$ cat src/pbfl_pkg.sv
// ----------------------------------------------------------------------------
// pbfl_pkg
// Shared types and constants for the packet buffer free list allocator.
// ----------------------------------------------------------------------------
package pbfl_pkg;

    localparam int POOL_SLOTS = 256;
    localparam int SLOT_W     = $clog2(POOL_SLOTS);
    localparam int LINK_W     = SLOT_W + 1;
    localparam int INDEX_W    = 8;
    localparam int STATUS_W   = 2;

    typedef logic [SLOT_W-1:0]   t_slot;
    typedef logic [LINK_W-1:0]   t_link;
    typedef logic [INDEX_W-1:0]  t_index;
    typedef logic [STATUS_W-1:0] t_status;

    localparam t_link LINK_NONE = t_link'(POOL_SLOTS);

    localparam logic OP_ALLOC = 1'b0;
    localparam logic OP_FREE  = 1'b1;

    localparam t_status ST_OK           = 2'd0;
    localparam t_status ST_NO_MEMORY    = 2'd1;
    localparam t_status ST_ALREADY_FREE = 2'd2;

    typedef struct packed {
        logic  used;
        t_link next_link;
    } t_entry;

endpackage

$ cat src/pbfl_req_if.sv
// ----------------------------------------------------------------------------
// pbfl_req_if
// Request channel: allocate or free operation with a slot index.
// ----------------------------------------------------------------------------
interface pbfl_req_if;
    import pbfl_pkg::*;

    logic   valid;
    logic   ready;
    logic   operation;
    t_index slot_index;

    modport source (output valid, output operation, output slot_index, input ready);
    modport sink   (input valid, input operation, input slot_index, output ready);
endinterface

$ cat src/pbfl_rsp_if.sv
// ----------------------------------------------------------------------------
// pbfl_rsp_if
// Response channel: status and granted slot of one request.
// ----------------------------------------------------------------------------
interface pbfl_rsp_if;
    import pbfl_pkg::*;

    logic    valid;
    logic    ready;
    t_status status;
    t_index  granted_slot;

    modport source (output valid, output status, output granted_slot, input ready);
    modport sink   (input valid, input status, input granted_slot, output ready);
endinterface

$ cat src/pbfl_slot_table.sv
// ----------------------------------------------------------------------------
// pbfl_slot_table
// Per-slot in-use mark and next link in one synchronous memory. Valid bits
// stand in for the reset image: an unwritten slot reads as free, linked to
// the slot after it.
// ----------------------------------------------------------------------------
module pbfl_slot_table (
    input  logic            i_clk,
    input  logic            i_rst_n,
    input  logic            i_rd_en,
    input  pbfl_pkg::t_slot i_rd_addr,
    input  logic            i_wr_en,
    input  pbfl_pkg::t_slot i_wr_addr,
    input  pbfl_pkg::t_entry i_wr_data,
    output pbfl_pkg::t_entry o_rd_data
);
    import pbfl_pkg::*;

    t_entry                r_mem [POOL_SLOTS];
    logic [POOL_SLOTS-1:0] r_vld;
    t_entry                r_rd_data;
    logic                  r_rd_vld;
    t_slot                 r_rd_addr;

    always_ff @(posedge i_clk) begin
        if (i_wr_en) begin
            r_mem[i_wr_addr] <= i_wr_data;
        end
        if (i_rd_en) begin
            r_rd_data <= r_mem[i_rd_addr];
            r_rd_addr <= i_rd_addr;
        end
    end

    always_ff @(posedge i_clk) begin
        if (!i_rst_n) begin
            r_vld    <= '0;
            r_rd_vld <= 1'b0;
        end else begin
            if (i_wr_en) begin
                r_vld[i_wr_addr] <= 1'b1;
            end
            if (i_rd_en) begin
                r_rd_vld <= r_vld[i_rd_addr];
            end
        end
    end

    // unwritten slot: free, linked to the next slot (last slot links to none)
    always_comb begin
        if (r_rd_vld) begin
            o_rd_data = r_rd_data;
        end else begin
            o_rd_data.used      = 1'b0;
            o_rd_data.next_link = {1'b0, r_rd_addr} + t_link'(1);
        end
    end

endmodule

$ cat src/packet_buffer_free_list.sv
// ----------------------------------------------------------------------------
// packet_buffer_free_list
// Allocator for a fixed pool of packet buffer slots kept on a linked free list.
// ----------------------------------------------------------------------------
// Usage:
//   i_req carries one request per transfer: operation 0 allocates the slot at
//   the head of the free list, operation 1 returns slot_index to the list.
//   o_rsp carries exactly one result per request: status 0 success, 1 out of
//   memory (list empty), 2 slot already free; granted_slot holds the slot on
//   a successful allocate and zero otherwise.
//   A request is handled in order: the transfer cycle issues a read of the
//   slot table, the execute state takes the registered read data, writes the
//   entry back and loads the result register. A new request is taken only
//   once the current one has finished, since ready is high only in the idle
//   state. The result is registered: o_rsp.valid rises once the execute state
//   finishes, and the result can transfer from then on.
//   Reset (synchronous, active low) empties the result register, points the
//   head at slot 0 and marks every slot free and linked in order, with no
//   clearing pass.
//   A waiting result holds while the receiver stalls; one more request is
//   taken meanwhile and finishes once the result register is free.
// ----------------------------------------------------------------------------
module packet_buffer_free_list (
    input  logic i_clk,
    input  logic i_rst_n,
    pbfl_req_if.sink   i_req,
    pbfl_rsp_if.source o_rsp
);
    import pbfl_pkg::*;

    localparam logic S_IDLE = 1'b0;
    localparam logic S_EXEC = 1'b1;

    logic    r_state;
    logic    r_op;
    t_slot   r_addr;
    t_link   r_head;
    logic    r_out_valid;
    t_status r_status;
    t_index  r_granted;

    logic    n_state;
    t_link   n_head;
    logic    n_out_valid;
    t_status n_status;
    t_index  n_granted;

    logic    accept;
    logic    finish;
    t_slot   rd_addr;
    logic    wr_en;
    t_entry  wr_data;
    t_entry  rd_data;

    assign i_req.ready = (r_state == S_IDLE);
    assign accept      = i_req.valid && i_req.ready;
    assign finish      = (r_state == S_EXEC) && (!r_out_valid || o_rsp.ready);
    assign rd_addr     = (i_req.operation == OP_FREE) ? t_slot'(i_req.slot_index)
                                                      : r_head[SLOT_W-1:0];

    pbfl_slot_table u_table (
        .i_clk     (i_clk),
        .i_rst_n   (i_rst_n),
        .i_rd_en   (accept),
        .i_rd_addr (rd_addr),
        .i_wr_en   (wr_en),
        .i_wr_addr (r_addr),
        .i_wr_data (wr_data),
        .o_rd_data (rd_data)
    );

    always_comb begin
        n_state     = r_state;
        n_head      = r_head;
        n_out_valid = r_out_valid && !o_rsp.ready;
        n_status    = r_status;
        n_granted   = r_granted;
        wr_en       = 1'b0;
        wr_data     = rd_data;
        case (r_state)
            S_IDLE: begin
                if (accept) begin
                    n_state = S_EXEC;
                end
            end
            S_EXEC: begin
                if (finish) begin
                    n_state     = S_IDLE;
                    n_out_valid = 1'b1;
                    n_granted   = '0;
                    if (r_op == OP_ALLOC) begin
                        if (r_head == LINK_NONE) begin
                            n_status = ST_NO_MEMORY;
                        end else begin
                            n_status     = ST_OK;
                            n_granted    = t_index'(r_addr);
                            n_head       = rd_data.next_link;
                            wr_en        = 1'b1;
                            wr_data.used = 1'b1;
                        end
                    end else begin
                        if (!rd_data.used) begin
                            n_status = ST_ALREADY_FREE;
                        end else begin
                            n_status          = ST_OK;
                            n_head            = {1'b0, r_addr};
                            wr_en             = 1'b1;
                            wr_data.used      = 1'b0;
                            wr_data.next_link = r_head;
                        end
                    end
                end
            end
            default: begin
                n_state = S_IDLE;
            end
        endcase
    end

    always_ff @(posedge i_clk) begin
        if (!i_rst_n) begin
            r_state     <= S_IDLE;
            r_head      <= '0;
            r_out_valid <= 1'b0;
        end else begin
            r_state     <= n_state;
            r_head      <= n_head;
            r_out_valid <= n_out_valid;
        end
    end

    always_ff @(posedge i_clk) begin
        if (accept) begin
            r_op   <= i_req.operation;
            r_addr <= rd_addr;
        end
        r_status  <= n_status;
        r_granted <= n_granted;
    end

    assign o_rsp.valid        = r_out_valid;
    assign o_rsp.status       = r_status;
    assign o_rsp.granted_slot = r_granted;

endmodule

$ cat src/flat_wrapper.sv
// flat-port wrapper written by rule: the top's interface ports become plain ports
module packet_buffer_free_list_flat import pbfl_pkg::*;
  (i_clk, i_rst_n, i_req_valid, i_req_operation, i_req_slot_index, i_req_ready, o_rsp_valid, o_rsp_status, o_rsp_granted_slot, o_rsp_ready);
  pbfl_req_if i_req_i ();
  pbfl_rsp_if o_rsp_i ();
  input  logic i_clk;
  input  logic i_rst_n;
  input wire logic [$bits(i_req_i.valid)-1:0] i_req_valid;
  input wire logic [$bits(i_req_i.operation)-1:0] i_req_operation;
  input wire logic [$bits(i_req_i.slot_index)-1:0] i_req_slot_index;
  output wire logic [$bits(i_req_i.ready)-1:0] i_req_ready;
  output wire logic [$bits(o_rsp_i.valid)-1:0] o_rsp_valid;
  output wire logic [$bits(o_rsp_i.status)-1:0] o_rsp_status;
  output wire logic [$bits(o_rsp_i.granted_slot)-1:0] o_rsp_granted_slot;
  input wire logic [$bits(o_rsp_i.ready)-1:0] o_rsp_ready;
  assign i_req_i.valid = i_req_valid;
  assign i_req_i.operation = i_req_operation;
  assign i_req_i.slot_index = i_req_slot_index;
  assign i_req_ready = i_req_i.ready;
  assign o_rsp_valid = o_rsp_i.valid;
  assign o_rsp_status = o_rsp_i.status;
  assign o_rsp_granted_slot = o_rsp_i.granted_slot;
  assign o_rsp_i.ready = o_rsp_ready;
  packet_buffer_free_list u_core (.i_clk(i_clk), .i_rst_n(i_rst_n), .i_req(i_req_i), .o_rsp(o_rsp_i));
endmodule
$ cat config.mk
export PLATFORM = sky130hd
export DESIGN_NAME = packet_buffer_free_list_flat
export DESIGN_NICKNAME = d
export VERILOG_FILES = /design/src/pbfl_pkg.sv /design/src/pbfl_req_if.sv /design/src/pbfl_rsp_if.sv /design/src/pbfl_slot_table.sv /design/src/packet_buffer_free_list.sv /design/src/flat_wrapper.sv
export SDC_FILE = /design/constraint.sdc
export NUM_CORES = 2
export LEC_CHECK = 0
export BUFFER_PORTS_ARGS = -buffer_cell sky130_fd_sc_hd__buf_2
export CAP_MARGIN = 20
export CORE_UTILIZATION = 60
export CTS_CLUSTER_SIZE = 20
export DETAILED_ROUTE_END_ITERATION = 16
export PLACE_DENSITY = 0.8
export SYNTH_ARGS = -nofsm -noshare
export SYNTH_HDL_FRONTEND = slang
export SYNTH_HIERARCHICAL = 1
export SYNTH_SLANG_ARGS = --single-unit
export TNS_END_PERCENT = 10
$ cat constraint.sdc
create_clock -name i_clk -period 6.76 [get_ports i_clk]
set_input_delay 1.352 -clock i_clk [delete_from_list [all_inputs] [get_ports i_clk]]
set_output_delay 1.352 -clock i_clk [all_outputs]
set_load 0.05 [all_outputs]
**Word level (Yosys, flattened, before mapping)**

Memory sizes are Yosys's and may differ from the RTL's. A register that Yosys moved wholly into a read port is not among the register bits.
Index checks and enable logic that the tools add are counted.
W data, S select, Z words.

- Order comparisons: 3
- Bitwise gates (word level): 2
- Reductions and logical operators: 10
- Eq/ne operators: 3
- Mux-type cells: 30
- $add $sub $neg: 1

Operators by type and width:

| kind | count |
|---|---|
| $or A256 B256 Y256 | 1 |
| $mux W9 | 5 |
| $mux W10 | 3 |
| $lt A8 B9 Y1 const B | 2 |
| $mux W1 | 16 |
| $add A8 B1 Y9 const B | 1 |
| $eq A9 B9 Y1 const B | 1 |
| $bmux W1 S8 | 1 |
| $demux W1 S8 | 1 |
| $ge A8 B1 Y1 const B | 1 |
| $mux W8 | 1 |
| $logic_and A1 B1 Y1 | 4 |
| $mux W2 | 2 |
| $reduce_and A4 Y1 | 1 |
| $logic_not A1 Y1 | 2 |
| $ne A2 B1 Y1 const B | 1 |
| $ne A2 B2 Y1 const B | 1 |
| $pmux W1 S2 | 1 |
| $reduce_and A2 Y1 | 1 |
| $reduce_or A2 Y1 | 1 |
| $logic_or A1 B1 Y1 | 1 |
| $not A1 Y1 | 1 |

- Register bits after elaboration: 287
- Output and inout port bits: 12
- Logic and storage cells: 59
- Memories kept: 1
- RAM bits: 2560

Memories:

| name | depth | bits a word | rd ports | clocked after memory_dff | wr ports | line | RTL |
|---|---|---|---|---|---|---|---|
| u_core.u_table.r_mem | 256 | 10 | 1 | 1 | 1 | pbfl_slot_table.sv:19 | `t_entry r_mem [POOL_SLOTS];` |

**Depth between registers and ports, before layout**

- Word-level depth: 8
- Mapped depth: 13
- Mapped depth without buffers: 7

**Modules after synthesis**

The synthesis kept the hierarchy.

Modules (own cells, without submodules):

| module | instances | area an instance (um2) | cells each |
|---|---|---|---|
| pbfl_slot_table | 1 | 107790.9 | 5056 |
| packet_buffer_free_list | 1 | 1396.3 | 108 |

**Worst setup path before layout**

No wires, ideal clock.

- Path type: input-to-reg
- Start point: input port o_rsp_ready
- End point: memory u_core/u_table/r_mem[0][9] (netlist name) (data pin)
- Setup slack: 0.545 ns
- Data arrival time: 5.351 ns
- Setup time: 0.864 ns
- Stages: 4
- Path through: nand2b_1 > and2_1 > clkbuf_1 > a22o_1

RTL lines:

| item | line | RTL |
|---|---|---|
| start: declaration | flat_wrapper.sv:15 | `input wire logic [$bits(o_rsp_i.ready)-1:0] o_rsp_ready;` |
| end: declaration | pbfl_slot_table.sv:19 |  |

**Worst setup path in the final report**

- Start point: input port i_req_operation
- End point: register u_core/u_table/r_rd_data[8] (netlist name)

- Longest elaborated chain between the ends: 1

Ends and longest elaborated chain:

| item | line | RTL |
|---|---|---|
| start: declaration | flat_wrapper.sv:9 | `input wire logic [$bits(i_req_i.operation)-1:0] i_req_operation;` |
| $mux W8 | packet_buffer_free_list.sv:58 | `assign rd_addr = (i_req.operation == OP_FREE) ? t_slot'(i_req.slot_index)` |
| via u_core.rd_addr[0] | packet_buffer_free_list.sv:50 | `t_slot rd_addr;` |

The timed path passes the listed nets, and every way through them passes these cells.
A chain may end at the register's enable or synchronous reset.

==> impl_metrics.json <==
{
  "holdWs_ns": 0.461,
  "antenna_found_initial": 14,
  "startpoint_type": "input port",
  "crit_chain": "buf_2 -> mux2_8 -> buf_12 -> buf_12 -> mux4_2 -> a22o_1 -> a221oi_1 -> o22ai_1 -> o21ai_0 -> nand4_1",
  "yosys.area.top_type": "edfxtp_1",
  "cts_setup_buffers": 0,
  "fmax_ghz": 0.192,
  "drive_gt1_share_pct": 25.7,
  "ctsHoldBuffers": 0,
  "status": "complete, no violations",
  "post-place-ws_ns": 0.809,
  "grt_max_degree": 217,
  "worstPathMaxFanout": 37,
  "ir_drop_uv": 283,
  "numCtsBuffers": 290,
  "grt_pass1_vias": 57500,
  "ys_seq_elements": 2865,
  "drtIter0Drc": 9657,
  "clk_latency_ns": 0.96,
  "num_rows": 156,
  "htreeDepth": 5,
  "multi_input_area_um2": 24200,
  "cp-end-kind": "flip-flop",
  "synth_cells": 5164,
  "post-route-drc-count": 0,
  "cp.required_ns": 7.35,
  "cts-resized-gates": 0,
  "die_h_um": 429,
  "overflow": 0,
  "ys_types": 52,
  "ioPinCount": 25,
  "track_usage_pct": 31.1,
  "tns_ns": 0,
  "finalHoldViolCount": 0,
  "portBuffers": 24,
  "die_w_um": 429,
  "vias": 58100,
  "synth.most_common_cell": "edfxtp_1",
  "total_power_uw": 38600,
  "drtAntennaViolNets": 0,
  "cpMostUsedCell": "buf_12",
  "synth_top_area_share_pct": 71.4,
  "initial_core_util_pct": 60.4,
  "crit_buf_inv": 3,
  "core-area_um2": 181000,
  "max_stage_delay_ns": 0.83,
  "synth_area_um2": 109000,
  "layout_min_cycle_time_ns": 5.20,
  "rsz0062_at_grt": "false",
  "hpwl_um": 160000,
  "path_class": "in -> reg",
  "gp_congestion": 0.906,
  "synth_area_leaders": "edfxtp_1 71%, mux4_2 14%, dfxtp_1 4.9%, o21a_1 1.8%, a22o_1 1.3%",
  "cts.sinks": 2865,
  "seq_area_frac_synth_pct": 76.3,
  "finalCritPeriodShare_pct": 76.9,
  "cts-root-buf": "clkbuf_16",
  "synth.yosys.warnings": 6,
  "drv_cap": 0,
  "die-area_um2": 184000,
  "drtPass1Iterations": 8,
  "wl_um": 286000,
  "synthesis.nets": 5178,
  "grt_pass1_wl_um": 408000,
  "setup_viol": 0,
  "worst_slack_ns": 1.56,
  "final_nets": 5462,
  "cp.arrival_ns": 5.78,
  "synth_common_cells": "2597 x edfxtp_1, 690 x mux4_2, 269 x nor2_1, 268 x dfxtp_1, 258 x o21a_1",
  "crit_family": "compound AO/OA/AOI/OAI gates",
  "synth_edf_count": 2597,
  "worst_slew_pin_slew_ns": 1.27,
  "cts_tree": "done",
  "slew_violations": 0,
  "powerDensity_nw_per_um2": 314,
  "areaGrowthSynthToFinish_pct": 12.4,
  "min_path_type": "reg -> reg",
  "seqCellArea_um2": 83300,
  "vias_per_cell": 7.23,
  "clk_pin_slew_ns": 0.06,
  "slew_headroom_pct": 15.4,
  "syn_area_per_cell_um2": 21.1,
  "cp_slowest_cell": "o21ai_0",
  "synthFlopType": "edfxtp_1",
  "fin_skew_ns": 0.0930,
  "fillers": 10300,
  "clockBufferDepth": 4,
  "wl_per_cell_um": 35.6,
  "cellLeakagePower_uw": 0.0386,
  "async_flop_share_pct": 0
}
==> area by class of cell <==
class	count	area share [%]
Multi-Input combinational cell	1955	19.8
Clock buffer	390	6.64
Antenna cell	9	0.0183
Clock inverter	109	0.747
Sequential cell	2865	67.9
Inverter	6	0.0183
Tap cell	2370	2.42
Timing Repair Buffer	330	2.51
==> layout by cell type (no fill, tap or decap), drive strengths merged, types with 14 or more instances in the layout <==
cell type | synthesis | routed
buf | 151 | 330
mux2i | 41 | 41
nor2 | 269 | 269
o22ai | 88 | 88
a21oi | 20 | 20
o21a | 258 | 258
clkinv | 1 | 83
mux4 | 690 | 690
a211oi | 14 | 14
nor2b | 18 | 18
clkbuf | 187 | 390
edfxtp | 2597 | 2597
dfxtp | 268 | 268
o21ai | 51 | 51
nand3 | 33 | 33
a22o | 161 | 161
and2 | 14 | 14
mux2 | 19 | 19
nand4 | 19 | 19
bufinv | 0 | 14
nand2 | 40 | 40
a221oi | 160 | 160
==> flip-flops by register name (all words and copies together) (netlist names) <==
signal / flops
u_core/o_rsp.granted_slot: 8
u_core/o_rsp.status: 2
u_core/o_rsp.valid: 1
u_core/r_addr: 8
u_core/r_head: 9
u_core/r_op: 1
u_core/r_state: 1
u_core/u_table/r_mem: 2560
u_core/u_table/r_rd_addr: 8
u_core/u_table/r_rd_data: 10
u_core/u_table/r_rd_vld: 1
u_core/u_table/r_vld: 256
==> metal layers <==
layer  GRT usage (%)  up-vias  share of wire [%]
met2            48.5     4869                 48
met4            16.5       12                6.1
met5               0        -              0.029
li1                -    22300                  -
met1            41.1    29900                 34
met3            7.57      932                 13
==> final timing paths <==
kind	cells past startpoint	start	end	slack, ns
min reg2reg	1	u_core/u_table/r_vld[75]	u_core/u_table/r_vld[75]	0.46
max reg2reg	9	u_core/r_head[0]	u_core/u_table/r_rd_data[8]	1.71
max	10	i_req_operation	u_core/u_table/r_rd_data[8]	1.56
min	1	u_core/u_table/r_vld[75]	u_core/u_table/r_vld[75]	0.46
==> through the flow <==
| step | cell area (µm²) | instances | utilization (%) |
|---|---|---|---|
| final | 123000 | 8034 | 67.9 |
| after floorplan | 109000 | 5164 | - |
| after CTS | 122000 | 7977 | 67.6 |
| after global routing | 123000 | 8028 | 67.9 |
| after global placement | 113000 | 7461 | 62.5 |
| after detailed placement | 113000 | 7478 | 62.6 |
==> logic make-up after synthesis <==
logic type | count (synthesis) | share of synthesized area (%)
AOI/OAI and AO/OA | 780 | 5.48
xor gates and xnor gates | 6 | 0.0481
muxes | 750 | 14.8
adders and majority gates | 1 | 0.0115
and+or+nand+nor | 418 | 1.67
DFF | 2865 | 76.3
buffers and inverters | 344 | 1.65
==> worst reg2reg max path: cells and delay by family (launching register included) <==
kind                   cells  cell delay [ns]
buffers and inverters      2             0.72
multiplexers               2             1.26
AO/OA/AOI/OAI              4             1.99
AND/OR/NAND/NOR            1             0.18
flip-flops                 1             0.54
==> where the power goes <==
| part | internal (µW) | total [µW] | switching, µW |
|---|---|---|---|
| clock | 8970 | 15500 | 6520 |
| combinational | 1020 | 3190 | 2170 |
| sequential | 19800 | 19900 | 59.7 |
| total | 29800 | 38600 | 8750 |
(Power assumes the default switching activity.)
